`src/rtl/slip_frame_decoder_macros.svh`:
```
// assertion macros shared by the slip frame decoder rtl
// expects clk and rst_n in the scope of use

`ifndef SLIP_FRAME_DECODER_MACROS_SVH
`define SLIP_FRAME_DECODER_MACROS_SVH

// implication checked on the following clock edge
`define SFD_ASSERT_NEXT(label, cond, prop, msg) \
    label: assert property (@(posedge clk) disable iff (!rst_n) (cond) |=> (prop)) \
        else $error(msg);

// property that holds at every clock edge out of reset
`define SFD_ASSERT_ALWAYS(label, prop, msg) \
    label: assert property (@(posedge clk) disable iff (!rst_n) (prop)) \
        else $error(msg);

`endif

```
`src/rtl/sfd_pkg.sv`:
```
// shared types, codes and helpers for the slip frame decoder
// no dependencies

package sfd_pkg;

    localparam int unsigned BUFFER_DEPTH = 4096;
    localparam int unsigned INDEX_W      = $clog2(BUFFER_DEPTH);
    localparam int unsigned COUNT_W      = 13;
    localparam int unsigned BYTE_W       = 8;

    localparam logic [BYTE_W-1:0] CODE_END     = 8'hC0;
    localparam logic [BYTE_W-1:0] CODE_ESC     = 8'hDB;
    localparam logic [BYTE_W-1:0] CODE_ESC_END = 8'hDC;
    localparam logic [BYTE_W-1:0] CODE_ESC_ESC = 8'hDD;

    localparam logic [COUNT_W-1:0] MAX_LENGTH_RESET = COUNT_W'(4096);
    localparam logic [COUNT_W-1:0] DEPTH_LIMIT      = COUNT_W'(BUFFER_DEPTH);

    typedef enum logic [2:0] {
        MODE_OUTSIDE = 3'b001,
        MODE_FRAME   = 3'b010,
        MODE_ESCAPE  = 3'b100
    } sfd_mode_t;

    typedef struct packed {
        logic               write_valid;
        logic [INDEX_W-1:0] write_index;
        logic [BYTE_W-1:0]  write_data;
        logic               frame_good;
        logic [COUNT_W-1:0] frame_length;
    } sfd_result_t;

    // limit in force is the smaller of the register and the buffer depth
    function automatic logic [COUNT_W-1:0] active_limit(input logic [COUNT_W-1:0] max_length);
        logic [COUNT_W-1:0] lim;
        lim = max_length;
        if (max_length > DEPTH_LIMIT)
        begin
            lim = DEPTH_LIMIT;
        end
        return lim;
    endfunction

endpackage

```
`src/rtl/sfd_decode.sv`:
```
// decode state (mode, byte count, error flag) and the per-item result logic
// depends on sfd_pkg and slip_frame_decoder_macros.svh

`include "slip_frame_decoder_macros.svh"

module sfd_decode
    import sfd_pkg::*;
(
    input  logic               clk,
    input  logic               rst_n,
    input  logic               advance,
    input  logic [BYTE_W-1:0]  rx_byte,
    input  logic [COUNT_W-1:0] limit,
    output sfd_result_t        result
);

    sfd_mode_t          mode_reg,  mode_next;
    logic [COUNT_W-1:0] count_reg, count_next;
    logic               error_reg, error_next;

    logic               store;
    logic [BYTE_W-1:0]  data;

    always_comb
    begin
        mode_next  = mode_reg;
        count_next = count_reg;
        error_next = error_reg;
        store      = 1'b0;
        data       = rx_byte;
        result     = '0;

        if (rx_byte == CODE_END)
        begin
            if (mode_reg == MODE_OUTSIDE)
            begin
                mode_next  = MODE_FRAME;
                count_next = '0;
                error_next = 1'b0;
            end
            else
            begin
                mode_next = MODE_OUTSIDE;
                if ((count_reg != '0) && !error_reg)
                begin
                    result.frame_good   = 1'b1;
                    result.frame_length = count_reg;
                end
            end
        end
        else
        begin
            case (mode_reg)
                MODE_OUTSIDE:
                begin
                    // bytes between frames are ignored
                end
                MODE_ESCAPE:
                begin
                    mode_next = MODE_FRAME;
                    if (rx_byte == CODE_ESC_END)
                    begin
                        data  = CODE_END;
                        store = 1'b1;
                    end
                    else if (rx_byte == CODE_ESC_ESC)
                    begin
                        data  = CODE_ESC;
                        store = 1'b1;
                    end
                    else
                    begin
                        error_next = 1'b1;
                    end
                end
                default:
                begin
                    if (rx_byte == CODE_ESC)
                    begin
                        mode_next = MODE_ESCAPE;
                    end
                    else
                    begin
                        store = 1'b1;
                    end
                end
            endcase
        end

        if (store)
        begin
            if (count_reg < limit)
            begin
                result.write_valid = 1'b1;
                result.write_index = count_reg[INDEX_W-1:0];
                result.write_data  = data;
                count_next         = count_reg + COUNT_W'(1);
            end
            else
            begin
                error_next = 1'b1;
            end
        end
    end

    always_ff @(posedge clk or negedge rst_n)
    begin
        if (!rst_n)
        begin
            mode_reg  <= MODE_OUTSIDE;
            count_reg <= '0;
            error_reg <= 1'b0;
        end
        else if (advance)
        begin
            mode_reg  <= mode_next;
            count_reg <= count_next;
            error_reg <= error_next;
        end
    end

    `SFD_ASSERT_ALWAYS(a_mode_onehot, $onehot(mode_reg), "decode mode lost its one-hot code")
    `SFD_ASSERT_ALWAYS(a_count_bound, count_reg <= DEPTH_LIMIT, "byte count beyond buffer depth")
    `SFD_ASSERT_NEXT(a_good_closes, advance && result.frame_good, mode_reg == MODE_OUTSIDE, "good frame did not close")
    `SFD_ASSERT_NEXT(a_write_counts, advance && result.write_valid, count_reg == COUNT_W'($past(count_reg) + COUNT_W'(1)), "stored byte not counted")

endmodule

```
`src/rtl/slip_frame_decoder.sv`:
```
// top level of the slip frame decoder: input register, decode step, result register
// depends on sfd_pkg and sfd_decode

// Decodes a SLIP byte stream one received byte per item. Each accepted item
// gives exactly one result item: possibly a frame buffer write (write_valid,
// index, unescaped data) and, on the END that closes a nonempty error-free
// frame, frame_good with the frame length. One item per cycle is sustained
// while out_stall is low. An item is held in the input register and its result
// is loaded into the result register, which raises out_valid; the single decode
// step lies between those registers. A stalled result holds the input register,
// which then stalls the input. max_length is written through cfg_write and
// cfg_data; the user must write it only while idle (not enforced by the block).
// The limit in force is the smaller of max_length and the 4096-entry buffer depth.

module slip_frame_decoder
    import sfd_pkg::*;
(
    input  logic               clk,
    input  logic               rst_n,
    input  logic               cfg_write,
    input  logic [COUNT_W-1:0] cfg_data,
    input  logic               in_valid,
    output logic               in_stall,
    input  logic [BYTE_W-1:0]  rx_byte,
    output logic               out_valid,
    input  logic               out_stall,
    output logic               write_valid,
    output logic [INDEX_W-1:0] write_index,
    output logic [BYTE_W-1:0]  write_data,
    output logic               frame_good,
    output logic [COUNT_W-1:0] frame_length
);

    logic [COUNT_W-1:0] max_length_reg;
    logic               in_full_reg,   in_full_next;
    logic [BYTE_W-1:0]  rx_byte_reg;
    logic               out_valid_reg, out_valid_next;
    sfd_result_t        result_reg,    result_next;

    logic advance;
    logic in_take;

    assign advance  = in_full_reg && (!out_valid_reg || !out_stall);
    assign in_stall = in_full_reg && !advance;
    assign in_take  = in_valid && !in_stall;

    always_comb
    begin
        in_full_next = in_full_reg;
        if (in_take)
        begin
            in_full_next = 1'b1;
        end
        else if (advance)
        begin
            in_full_next = 1'b0;
        end

        out_valid_next = out_valid_reg && out_stall;
        if (advance)
        begin
            out_valid_next = 1'b1;
        end
    end

    sfd_decode u_decode
    (
        .clk     (clk),
        .rst_n   (rst_n),
        .advance (advance),
        .rx_byte (rx_byte_reg),
        .limit   (active_limit(max_length_reg)),
        .result  (result_next)
    );

    always_ff @(posedge clk or negedge rst_n)
    begin
        if (!rst_n)
        begin
            max_length_reg <= MAX_LENGTH_RESET;
            in_full_reg    <= 1'b0;
            out_valid_reg  <= 1'b0;
        end
        else
        begin
            if (cfg_write)
            begin
                max_length_reg <= cfg_data;
            end
            in_full_reg   <= in_full_next;
            out_valid_reg <= out_valid_next;
        end
    end

    always_ff @(posedge clk)
    begin
        if (in_take)
        begin
            rx_byte_reg <= rx_byte;
        end
        if (advance)
        begin
            result_reg <= result_next;
        end
    end

    assign out_valid    = out_valid_reg;
    assign write_valid  = result_reg.write_valid;
    assign write_index  = result_reg.write_index;
    assign write_data   = result_reg.write_data;
    assign frame_good   = result_reg.frame_good;
    assign frame_length = result_reg.frame_length;

endmodule
```
`config.mk`:
```
export PLATFORM = sky130hd
export DESIGN_NAME = slip_frame_decoder
export DESIGN_NICKNAME = d
export VERILOG_FILES = /design/src/rtl/sfd_pkg.sv /design/src/rtl/sfd_decode.sv /design/src/rtl/slip_frame_decoder.sv
export VERILOG_INCLUDE_DIRS = /design/src /design/src/rtl
export SDC_FILE = /design/constraint.sdc
export NUM_CORES = 1
export LEC_CHECK = 0
export BUFFER_PORTS_ARGS = -buffer_cell sky130_fd_sc_hd__buf_2
export CAP_MARGIN = 20
export CORE_AREA = 2 2 84 86
export CTS_CLUSTER_DIAMETER = 100
export DETAILED_ROUTE_END_ITERATION = 12
export DIE_AREA = 0 0 86 88
export HOLD_SLACK_MARGIN = 0.1
export PLACE_DENSITY = 0.75
export SLEW_MARGIN = 20
export SYNTH_ARGS = -nofsm -noshare
export SYNTH_HDL_FRONTEND = slang
export SYNTH_SLANG_ARGS = --single-unit
```
`constraint.sdc`:
```
create_clock -name clk -period 3.04 [get_ports clk]
set_input_delay 0.456 -clock clk [delete_from_list [all_inputs] [get_ports clk]]
set_output_delay 0.456 -clock clk [all_outputs]
set_load 0.05 [all_outputs]
```
# After elaboration in Yosys (flattened, before gate mapping)
# Cells that the tools add are included.
dict set report word_totals {
  word_cells 72
  inputBits 26
  mem_count 0
  romBits 0
  latch_bits 0
  ramBits 0
  register_bits 75
}
dict set report op_classes {
  n_mux 30
  n_div 0
  n_shift 0
  multipliers 0
  magnitude_cmp 2
  bitwise_logic 2
  eq_ne 7
  reduce_logical 18
  n_addsub 1
}
# operator n
set op_table {}
lappend op_table {{$mux 13} 5}
lappend op_table {{$eq 8x8->1 const B} 4}
lappend op_table {{$mux 8} 4}
lappend op_table {{$mux 21} 1}
lappend op_table {{$mux 1} 14}
lappend op_table {{$mux 14} 1}
lappend op_table {{$add 13x1->13 const B} 1}
lappend op_table {{$gt 13x13->1 const B} 1}
lappend op_table {{$lt 13x13->1} 1}
lappend op_table {{$reduce_bool 13->1} 1}
lappend op_table {{$mux 3} 2}
lappend op_table {{$pmux 3 s2} 1}
lappend op_table {{$logic_and 1x1->1} 5}
lappend op_table {{$logic_not 1->1} 5}
lappend op_table {{$eq 3x1->1 const B} 1}
lappend op_table {{$eq 3x3->1 const B} 1}
lappend op_table {{$reduce_and 3->1} 1}
lappend op_table {{$reduce_bool 3->1} 1}
lappend op_table {{$reduce_or 3->1} 1}
lappend op_table {{$mux 2} 1}
lappend op_table {{$ne 2x1->1 const B} 1}
lappend op_table {{$not 1->1} 2}
lappend op_table {{$pmux 1 s2} 1}
lappend op_table {{$reduce_and 2->1} 1}
lappend op_table {{other kinds (3)} 3}

# Longest topological paths before layout
# Gate-level depths: netlist of the first run.
dict set report depth {
  word_depth 8
  mapped_depth 12
  depth_no_buf 10
}

# Hierarchy
# A second synthesis of the first run with hierarchy kept.
dict set report unflattened {
  hier_cells 312
  area_unflattened_um2 3683.5
}
# mod area_each_um2 cells_per_inst n_inst seq_area_each_um2
set by_module_without_submodules {}
lappend by_module_without_submodules {slip_frame_decoder 1983.2 92 1 1667.8}
lappend by_module_without_submodules {sfd_decode 1700.4 220 1 426.7}

# Worst setup path after synthesis of the first run
# No wires, ideal clock.
dict set report synth_path {
  kind {register -> register}
  from {register out_valid_reg (netlist: out_valid)}
  to {register u_decode.count_reg[5]}
  arrival_ns 2.289
  slack_ns 0.631
  synth_period_minus_slack_ns 2.409
  path_stages_with_launch 7
  cell_sequence {dfrtp_1 -> nand2_1 -> nand2_1 -> clkinv_1 -> a41oi_1 -> a211o_1 -> o21ai_1}
}
dict set report synth_between {
  elab_chain_cells 3
}
# item line_no
set synth_rtl {}
lappend synth_rtl {{start: declaration} slip_frame_decoder.sv:37} ;# logic out_valid_reg, out_valid_next;
lappend synth_rtl {{start signal: assignment} slip_frame_decoder.sv:91} ;# out_valid_reg <= out_valid_next;
lappend synth_rtl {{$logic_not 1->1} slip_frame_decoder.sv:43} ;# assign advance = in_full_reg && (!out_valid_reg || !out_stall);
lappend synth_rtl {{$logic_or 1x1->1} slip_frame_decoder.sv:43}
lappend synth_rtl {{$logic_and 1x1->1} slip_frame_decoder.sv:43}
lappend synth_rtl {{net advance} slip_frame_decoder.sv:40} ;# logic advance;
lappend synth_rtl {{end signal: assignment} sfd_decode.sv:117} ;# count_reg <= count_next;
lappend synth_rtl {{end: declaration} sfd_decode.sv:18} ;# logic [COUNT_W-1:0] count_reg, count_next;
# The timed path passes the listed nets, and every way through them passes these cells.
# A chain may end at the register's enable or synchronous reset.

# Worst setup path after layout of the first run
dict set report layout_path {
  from {register max_length_reg[12]}
  to {register u_decode.count_reg[0]}
}
dict set report layout_between {
  elab_chain_cells 5
}
# item line_no
set layout_rtl {}
lappend layout_rtl {{start: declaration} slip_frame_decoder.sv:34} ;# logic [COUNT_W-1:0] max_length_reg;
lappend layout_rtl {{start signal: assignment} slip_frame_decoder.sv:88} ;# max_length_reg <= cfg_data;
lappend layout_rtl {{$gt 13x13->1} sfd_pkg.sv:37} ;# if (max_length > DEPTH_LIMIT)
lappend layout_rtl {{$mux 13 (*)} sfd_pkg.sv:37}
lappend layout_rtl {{$lt 13x13->1 (*)} sfd_decode.sv:92} ;# if (count_reg < limit)
lappend layout_rtl {{$mux 13 (*)} sfd_decode.sv:92}
lappend layout_rtl {{$mux 13 (*)} sfd_decode.sv:90} ;# if (store)
# Every way passes the cells marked *; elsewhere a longest branch is shown, timed or not.

==> run_results.csv, run 1 <==
group,metric,value,unit
power,switchingPower,1310,uW
logic_synthesis,synth_compound_area_frac,0.0983,
logic_synthesis,ys_warn_count,0,
logic_synthesis,syn_avg_cell_area,12.0,sq um
power,power.density,806,nW/um^2
sta,slew-limit-headroom,0.531,
floorplan,core,6640,sq um
run,drv.max_cap_violation_count,0,
logic_synthesis,synth_top_family_by_area,"simple AND/OR/NAND/NOR gates",
critical_path,setup.worst_path.class,"flip-flop to flip-flop",
place,number_of_buffer_cells_added_on_primary_ports,62,
critical_path,worst_setup_path_end_kind,"flip-flop",
critical_path,critical_path.reg2reg.startpoint,"max_length_reg[12]",
logic_synthesis,synth_adder_area_share,0.0486,
drt,drt_drc_violations_left,0,
sta,min_period_over_period,0.896,
final_layout,antenna_cells_inserted,0,
logic_synthesis,synth.area.mux_share,0.0493,
clock_tree,clock_tree.htree_level_count,3,
drt,vias,2498,
sta,worst_slew_pin_slew,704,ps
final_layout,multi_input_area,1400,sq um
clock_tree,cts_inserted_buffers,9,
floorplan,die_h,88,um
final_layout,area.sequential,2090,sq um
logic_synthesis,netlist_area,3600,sq um
floorplan,starting_density_of_the_core,0.542,
drt,met3_wirelength,418,um
floorplan,die-area,7570,sq um
sta,post-route-min-period,2720,ps
clock_tree,clock_tree.buffer_depth,2,
logic_synthesis,post_synth_xor_area_fraction,0,
global_route,grt_max_degree,33,
logic_synthesis,post_synth_num_cell_types,51,
power,switching_share,0.394,
sta,post_route_clock_skew,6.47,ps
critical_path,setup.worst_path.start,"max_length_reg[12]",
power,seq_power_share,0.443,
global_route,globalRoute.totalOverflow,0,
drt,route.top_layer_used,"met4",
global_route,grt_pass1_wl,11400,um
power,clkPwrFrac,0.196,
final_layout,postLayoutCoreUtil,0.621,
drt,detail-route-antenna-nets,0,
logic_synthesis,post_synth_top_flop,"sky130_fd_sc_hd__edfxtp_1",
floorplan,boundaryPins,63,
logic_synthesis,synthesis.instances,301,
final_layout,syn_to_final_growth,14.4,%
final_layout,final_net_count,404,
global_route,first_global_vias,2396,
floorplan,placement_rows,30,
logic_synthesis,synth_edf_count,43,
clock_tree,clock_latency,350,ps
sta,setup-violations-final,0,
global_route,grt_usage,0.196,
sta,grt_setup_unrepaired,"no",
drt,drt_wl_total,6780,um
sta,fmax,367,MHz
clock_tree,post_cts.resized_instances,0,
clock_tree,post-cts-setup-buffer-count,0,
logic_synthesis,synth.net_count,341,
logic_synthesis,synth-async-reset-ratio,0.427,
drt,drt_first_pass_iters,4,
drt,dr_wl_met2,3190,um
critical_path,cp_max_fo,21,
drt,drt-met1-wl,3090,um
logic_synthesis,seq_area_frac_synth,0.581,
place,place.gp.congestion,0.851,
power,combinationalPowerShare,0.362,
sta,timing.final.max_slew_violations,0,
drt,detailedRoute.firstIterationViolations,339,
place,hpwlAfterDp,4780,um
power,intPower,2020,uW
sta,total_negative_setup_slacks,0,ps
global_route,antenna_found_initial,0,
power,leakage,0.00175,uW
critical_path,worstSetupStartpointType,"flip-flop",
power,ir_worst_vdd,360,uV
min_path,min_path_type,"input port to asynchronous set/reset pin",
clock_tree,cts_root_buf,"sky130_fd_sc_hd__clkbuf_8",
drt,route.detailed.wl_per_inst,15.1,um
final_layout,fillers,563,
clock_tree,cts_clock_pin_slew_for_the_worst_setup_and_hold_paths,70,ps
floorplan,die_w,86,um
clock_tree,cts.hold.buffers_added,0,
clock_tree,numClockSinks,75,
status,status,"completed",
place,place_inst,433,
drt,detail_route.vias_per_cell,5.56,
critical_path,cp.required,3280,ps
clock_tree,tritoncts_clock_tree,"yes",
sta,finalHoldViolations,0,
logic_synthesis,synth_simple_gate_area_share,0.193,
final_layout,post_route_cells_drive_above_1_share,0.293,
critical_path,worst-endpoint-arrival,2960,ps
logic_synthesis,postSynthRegisterBits,75,
final_layout,final_std_cells_w_o_fill,449,
critical path, stage by stage, from the launching register on:
cell and delay [ps]:
sky130_fd_sc_hd__dfstp_2 530, sky130_fd_sc_hd__inv_1 160, sky130_fd_sc_hd__nand2_1 110, sky130_fd_sc_hd__ha_1 240
sky130_fd_sc_hd__a21oi_1 150, sky130_fd_sc_hd__o21ai_0 120, sky130_fd_sc_hd__a221oi_2 400, sky130_fd_sc_hd__nand3_4 230
sky130_fd_sc_hd__inv_2 300, sky130_fd_sc_hd__o21ai_2 110, sky130_fd_sc_hd__mux2_2 280
layout make-up:
| class | instances | area share |
|---|---|---|
| inverters | 7 | 0.00637 |
| well taps | 80 | 0.0243 |
| repair buffers | 66 | 0.0825 |
| multi-input cells | 205 | 0.340 |
| flip-flops and latches | 75 | 0.508 |
| clock inverters | 5 | 0.00728 |
| clock buffers | 11 | 0.0319 |
layout by cell type (no fill, tap or decap), drive strengths merged, types with 3 or more instances in the layout:
cell type	count
buf	66
ha	14
nand2	36
and2	29
nor3	7
edfxtp	43
mux2	14
dfrtp	30
o22ai	7
nor2	11
inv	6
nor2b	3
nand3	10
o21ai	15
clkinv	5
clkbuf	11
nor4	4
a21oi	16
and3	7
o211ai	3
Yosys cell counts (3+ instances only):
| master | count | area, sq um |
|---|---|---|
| sky130_fd_sc_hd__a21oi_1 | 15 | 75.1 |
| sky130_fd_sc_hd__and2_1 | 29 | 181 |
| sky130_fd_sc_hd__and3_1 | 7 | 43.8 |
| sky130_fd_sc_hd__buf_2 | 5 | 25.0 |
| sky130_fd_sc_hd__buf_6 | 3 | 33.8 |
| sky130_fd_sc_hd__clkbuf_1 | 5 | 18.8 |
| sky130_fd_sc_hd__dfrtp_1 | 30 | 751 |
| sky130_fd_sc_hd__edfxtp_1 | 43 | 1290 |
| sky130_fd_sc_hd__ha_1 | 14 | 175 |
| sky130_fd_sc_hd__inv_1 | 5 | 18.8 |
| sky130_fd_sc_hd__mux2_2 | 14 | 158 |
| sky130_fd_sc_hd__nand2_1 | 36 | 135 |
| sky130_fd_sc_hd__nand3_1 | 9 | 45.0 |
| sky130_fd_sc_hd__nor2_1 | 10 | 37.5 |
| sky130_fd_sc_hd__nor2b_1 | 3 | 18.8 |
| sky130_fd_sc_hd__nor3_1 | 7 | 35.0 |
| sky130_fd_sc_hd__nor4_1 | 3 | 18.8 |
| sky130_fd_sc_hd__o211ai_1 | 3 | 22.5 |
| sky130_fd_sc_hd__o21ai_0 | 11 | 55.1 |
| sky130_fd_sc_hd__o21ai_1 | 3 | 15.0 |
| sky130_fd_sc_hd__o22ai_1 | 7 | 43.8 |
power by group through the flow:
stage	clock network [uW]	logic, uW	registers (uW)
floorplan	0	727	1720
global placement	0	1170	1480
detailed placement	0	1210	1490
CTS	669	1210	1470
global route	713	1330	1500
finish	650	1200	1470
final timing paths:
kind	slack [ps]	end	depth (start not counted)
min in group clk	280	rx_byte_reg[7]	1
worst max-delay path	320	u_decode.count_reg[0]	10
worst min register to register	500	out_valid	1
worst min-delay path	150	max_length_reg[1]	1
worst max register to register	320	u_decode.count_reg[0]	10
max in group asynchronous	2430	u_decode.count_reg[9]	1
metrics by stage:
stage               worst slack [ps]  total power (uW)  instance area [sq um]  hold slack, ps
detailed placement               317              2700                   3960             501
finish                           317              3320                   4120             149
floorplan                        631              2450                   3600             160
CTS                              310              3350                   4120             174
global placement                 400              2660                   3960             483
global route                    93.9              3540                   4120             197
layer usage:
layer  up-vias  GRT usage
li1       1226          -
met4         0     0.0722
met2        86      0.300
met5         -          0
met1      1179      0.269
met3         7     0.0547
cells by family (layout without fill, tap and decap cells):
family	after synthesis	in the layout
DFF	75	75
and+or+nand+nor	122	122
buffers and inverters	21	89
adders and majority gates	14	14
AOI/OAI and AO/OA	53	53
muxes	16	16
(Power assumes the default switching activity.)
==> run 2, diff against run 1 <==
- ABC_AREA: not set -> 1
- CORE_AREA: 2 2 84 86 -> 2 2 87 89
- DIE_AREA: 0 0 86 88 -> 0 0 89 91
==> run 2 against run 1 <==
Compared with the run above:
- clock power increased by 55%
- first-iteration DRC count decreased by 40%
- combinational power increased by 48%
- setup slack improved by 9.9 ps
- core utilization increased by 2.3 points
- critical endpoint is now u_decode.count_reg[5]
- largest cell class unchanged
- largest power group is now combinational logic
==> run_results.csv, run 2 <==
group,metric,value,unit
drt,drt_drc_violations_left,0,
min_path,min_path_type,"input port to asynchronous set/reset pin",
final_layout,post_route_cells_drive_above_1_share,0.241,
logic_synthesis,postSynthRegisterBits,75,
floorplan,die_w,89,um
power,clkPwrFrac,0.233,
floorplan,boundaryPins,63,
logic_synthesis,synth_largest_area_cell,"sky130_fd_sc_hd__edfxtp_1",
global_route,globalRoute.totalOverflow,0,
logic_synthesis,post_synth_xor_area_fraction,0.0177,
drt,route.detailed.wl_per_inst,12.1,um
power,totalPowerFinal,4330,uW
critical_path,worst_path_max_delay_cell,"sky130_fd_sc_hd__dfrtp_1",
final_layout,commonest_cells_after_routing_fill_and_taps_aside,"sky130_fd_sc_hd__nand2_1 (142), sky130_fd_sc_hd__buf_2 (62), sky130_fd_sc_hd__inv_1 (55), sky130_fd_sc_hd__edfxtp_1 (43), sky130_fd_sc_hd__nor2_1 (36)",
critical_path,setup.worst_path.class,"flip-flop to flip-flop",
final_layout,fillers,633,
critical_path,worst-endpoint-arrival,2960,ps
critical_path,slowest_stage_delay_cp,390,ps
critical_path,worstSetupStartpointType,"flip-flop",
final_layout,layout.cells.most_common,"sky130_fd_sc_hd__nand2_1",
drt,drt_first_pass_iters,4,
logic_synthesis,synth-async-reset-ratio,0.427,
critical_path,worst_setup_path_end_kind,"flip-flop",
drt,detail_route.vias_per_cell,4.96,
power,switchingPower,1850,uW
drt,detail-route-antenna-nets,0,
global_route,grt_max_degree,50,
clock_tree,cts.hold.buffers_added,0,
final_layout,antenna_cells_inserted,0,
power,combinationalPowerShare,0.409,
sta,post_route_clock_skew,13.7,ps
clock_tree,post-cts-setup-buffer-count,0,
power,leakage,0.00225,uW
logic_synthesis,ys_top_cells_by_area,"sky130_fd_sc_hd__edfxtp_1 (33%), sky130_fd_sc_hd__dfrtp_1 (19%), sky130_fd_sc_hd__nand2_1 (13%), sky130_fd_sc_hd__inv_1 (5.2%), sky130_fd_sc_hd__ha_1 (4.4%)",
critical_path,critPathTopFamily,"simple AND/OR/NAND/NOR gates",
logic_synthesis,synth_simple_gate_area_share,0.280,
global_route,met1_usage,0.273,
sta,post-route-min-period,2710,ps
final_layout,final_net_count,537,
logic_synthesis,synth_top_family_by_area,"simple AND/OR/NAND/NOR gates",
drt,vias,2982,
final_layout,area.sequential,2090,sq um
power,intPower,2480,uW
logic_synthesis,synth_adder_area_share,0.0443,
logic_synthesis,yosysTopAreaCellShare,0.327,
sta,slew-limit-headroom,0.516,
global_route,global_route.usage.met3,0.0545,
global_route,antenna_found_initial,0,
clock_tree,clock_tree.htree_level_count,3,
critical_path,cp.required,3280,ps
power,switching_share,0.427,
power,seq_power_share,0.357,
logic_synthesis,synth_compound_area_frac,0.0364,
clock_tree,cts_inserted_buffers,9,
drt,detailedRoute.firstIterationViolations,204,
logic_synthesis,synthesis.instances,433,
global_route,grt_usage,0.194,
logic_synthesis,synth_edf_count,43,
clock_tree,tritoncts_clock_tree,"yes",
critical_path,critical_path.reg2reg.startpoint,"max_length_reg[5]",
sta,fmax,369,MHz
clock_tree,post_cts.resized_instances,0,
logic_synthesis,post_synth_num_cell_types,33,
floorplan,die-area,8100,sq um
place,number_of_buffer_cells_added_on_primary_ports,62,
final_layout,multi_input_area,1560,sq um
logic_synthesis,ys_top_cells_by_count,"sky130_fd_sc_hd__nand2_1 (142), sky130_fd_sc_hd__inv_1 (55), sky130_fd_sc_hd__edfxtp_1 (43)",
place,hpwlAfterDp,5090,um
logic_synthesis,synthMostInstantiatedCell,"sky130_fd_sc_hd__nand2_1",
power,ir_worst_vdd,351,uV
status,status,"completed",
sta,min_period_over_period,0.893,
place,place.gp.congestion,0.847,
floorplan,core,7140,sq um
clock_tree,clock_tree.buffer_depth,2,
drt,drt_wl_total,7260,um
floorplan,starting_density_of_the_core,0.553,
critical_path,critPathBufInv,1,
clock_tree,cts_root_buf,"sky130_fd_sc_hd__clkbuf_8",
critical_path,cp_max_fo,14,
global_route,grt_pass1_wl,12200,um
logic_synthesis,synth.net_count,473,
critical_path,cp_common_cell,"sky130_fd_sc_hd__nand2_1",
sta,finalHoldViolations,0,
logic_synthesis,ys_warn_count,0,
logic_synthesis,netlist_area,3950,sq um
run,drv.max_cap_violation_count,0,
clock_tree,clock_latency,360,ps
floorplan,die_h,91,um
logic_synthesis,syn_avg_cell_area,9.12,sq um
logic_synthesis,post_synth_top_flop,"sky130_fd_sc_hd__edfxtp_1",
sta,grt_setup_unrepaired,"yes",
clock_tree,cts_clock_pin_slew_for_the_worst_setup_and_hold_paths,80,ps
critical_path,worstPathCellList,"inv_1, nand4_1, nor4_1, nand4_1, nand2_1, nand2_1, ha_1, nand2_1, nand2_1, nand2_1, nand2_1, a21oi_1, nand2_1, nor2_4, nand2_1, nand3_1, nand2_1",
global_route,grt_use_met2,0.289,
sta,total_negative_setup_slacks,0,ps
power,power.density,944,nW/um^2
global_route,grt-busiest-layer,"met2",
floorplan,placement_rows,31,
place,detailed_place.area,4310,sq um
clock_tree,numClockSinks,75,
final_layout,syn_to_final_growth,16.2,%
sta,worst_slew_pin_slew,726,ps
logic_synthesis,seq_area_frac_synth,0.530,
global_route,first_global_vias,2722,
logic_synthesis,synth.area.mux_share,0.0114,
sta,setup-violations-final,0,
sta,timing.final.max_slew_violations,0,
final_layout,stdcell_area,4590,sq um
critical_path,setup.worst_path.start,"max_length_reg[5]",
run 2: cell type report:
cell class / instances / area share
clock inverters: 6 / 0.0300
clock buffers: 10 / 0.0278
flip-flops and latches: 75 / 0.456
well taps: 99 / 0.0270
repair buffers: 63 / 0.0692
multi-input cells: 287 / 0.340
inverters: 61 / 0.0499
run 2: layer usage:
layer	wire, um	part of all wire
met1	3370	0.46
met2	3400	0.47
met3	431	0.059
met4	65	0.0089
met5	0	0
run 2: power by group through the flow:
| stage | logic [uW] | registers (uW) | clock network [uW] |
|---|---|---|---|
| 6_report | 1770 | 1550 | 1010 |
| 3_5_place_dp | 1720 | 1570 | 0 |
| 4_1_cts | 1730 | 1550 | 1030 |
| 5_1_grt | 2020 | 1580 | 1070 |
| 2_1_floorplan | 1140 | 1870 | 0 |
| 3_3_place_gp | 1680 | 1560 | 0 |
run 2: logic make-up (layout without fill, tap and decap cells):
family,after synthesis,after routing
flip-flops,75,75
multiplexers,4,4
AO/OA/AOI/OAI,25,25
AND/OR/NAND/NOR,235,236
buffers and inverters,72,140
adder cells (fa/ha/maj),14,14
XOR/XNOR,8,8
run 2: metrics by stage:
step / instances / worst slack (ps) / utilization / hold slack, ps
floorplan: 433 / 705 / - / 160
global placement: 584 / 442 / 0.604 / 466
detailed placement: 584 / 343 / 0.604 / 477
CTS: 600 / 305 / 0.641 / 172
global route: 601 / -1.99 / 0.643 / 211
finish: 601 / 327 / 0.643 / 152
run 2: final timing paths:
kind	end	slack, ps	depth (start not counted)
max reg2reg	u_decode.count_reg[5]	330	17
min in group clk	rx_byte_reg[6]	270	1
max in group asynchronous	u_decode.count_reg[2]	2420	1
max	u_decode.count_reg[5]	330	17
min	max_length_reg[10]	150	1
min reg2reg	u_decode.mode_reg[0]	480	2
run 2: worst reg2reg max path, cell delays in order (launching register included):
cell,delay (ps)
sky130_fd_sc_hd__dfrtp_1,390
sky130_fd_sc_hd__inv_1,80
sky130_fd_sc_hd__nand4_1,90
sky130_fd_sc_hd__nor4_1,210
sky130_fd_sc_hd__nand4_1,120
sky130_fd_sc_hd__nand2_1,240
sky130_fd_sc_hd__nand2_1,120
sky130_fd_sc_hd__ha_1,310
sky130_fd_sc_hd__nand2_1,70
sky130_fd_sc_hd__nand2_1,50
sky130_fd_sc_hd__nand2_1,50
sky130_fd_sc_hd__nand2_1,60
sky130_fd_sc_hd__a21oi_1,130
sky130_fd_sc_hd__nand2_1,120
sky130_fd_sc_hd__nor2_4,310
sky130_fd_sc_hd__nand2_1,110
sky130_fd_sc_hd__nand3_1,100
sky130_fd_sc_hd__nand2_1,60
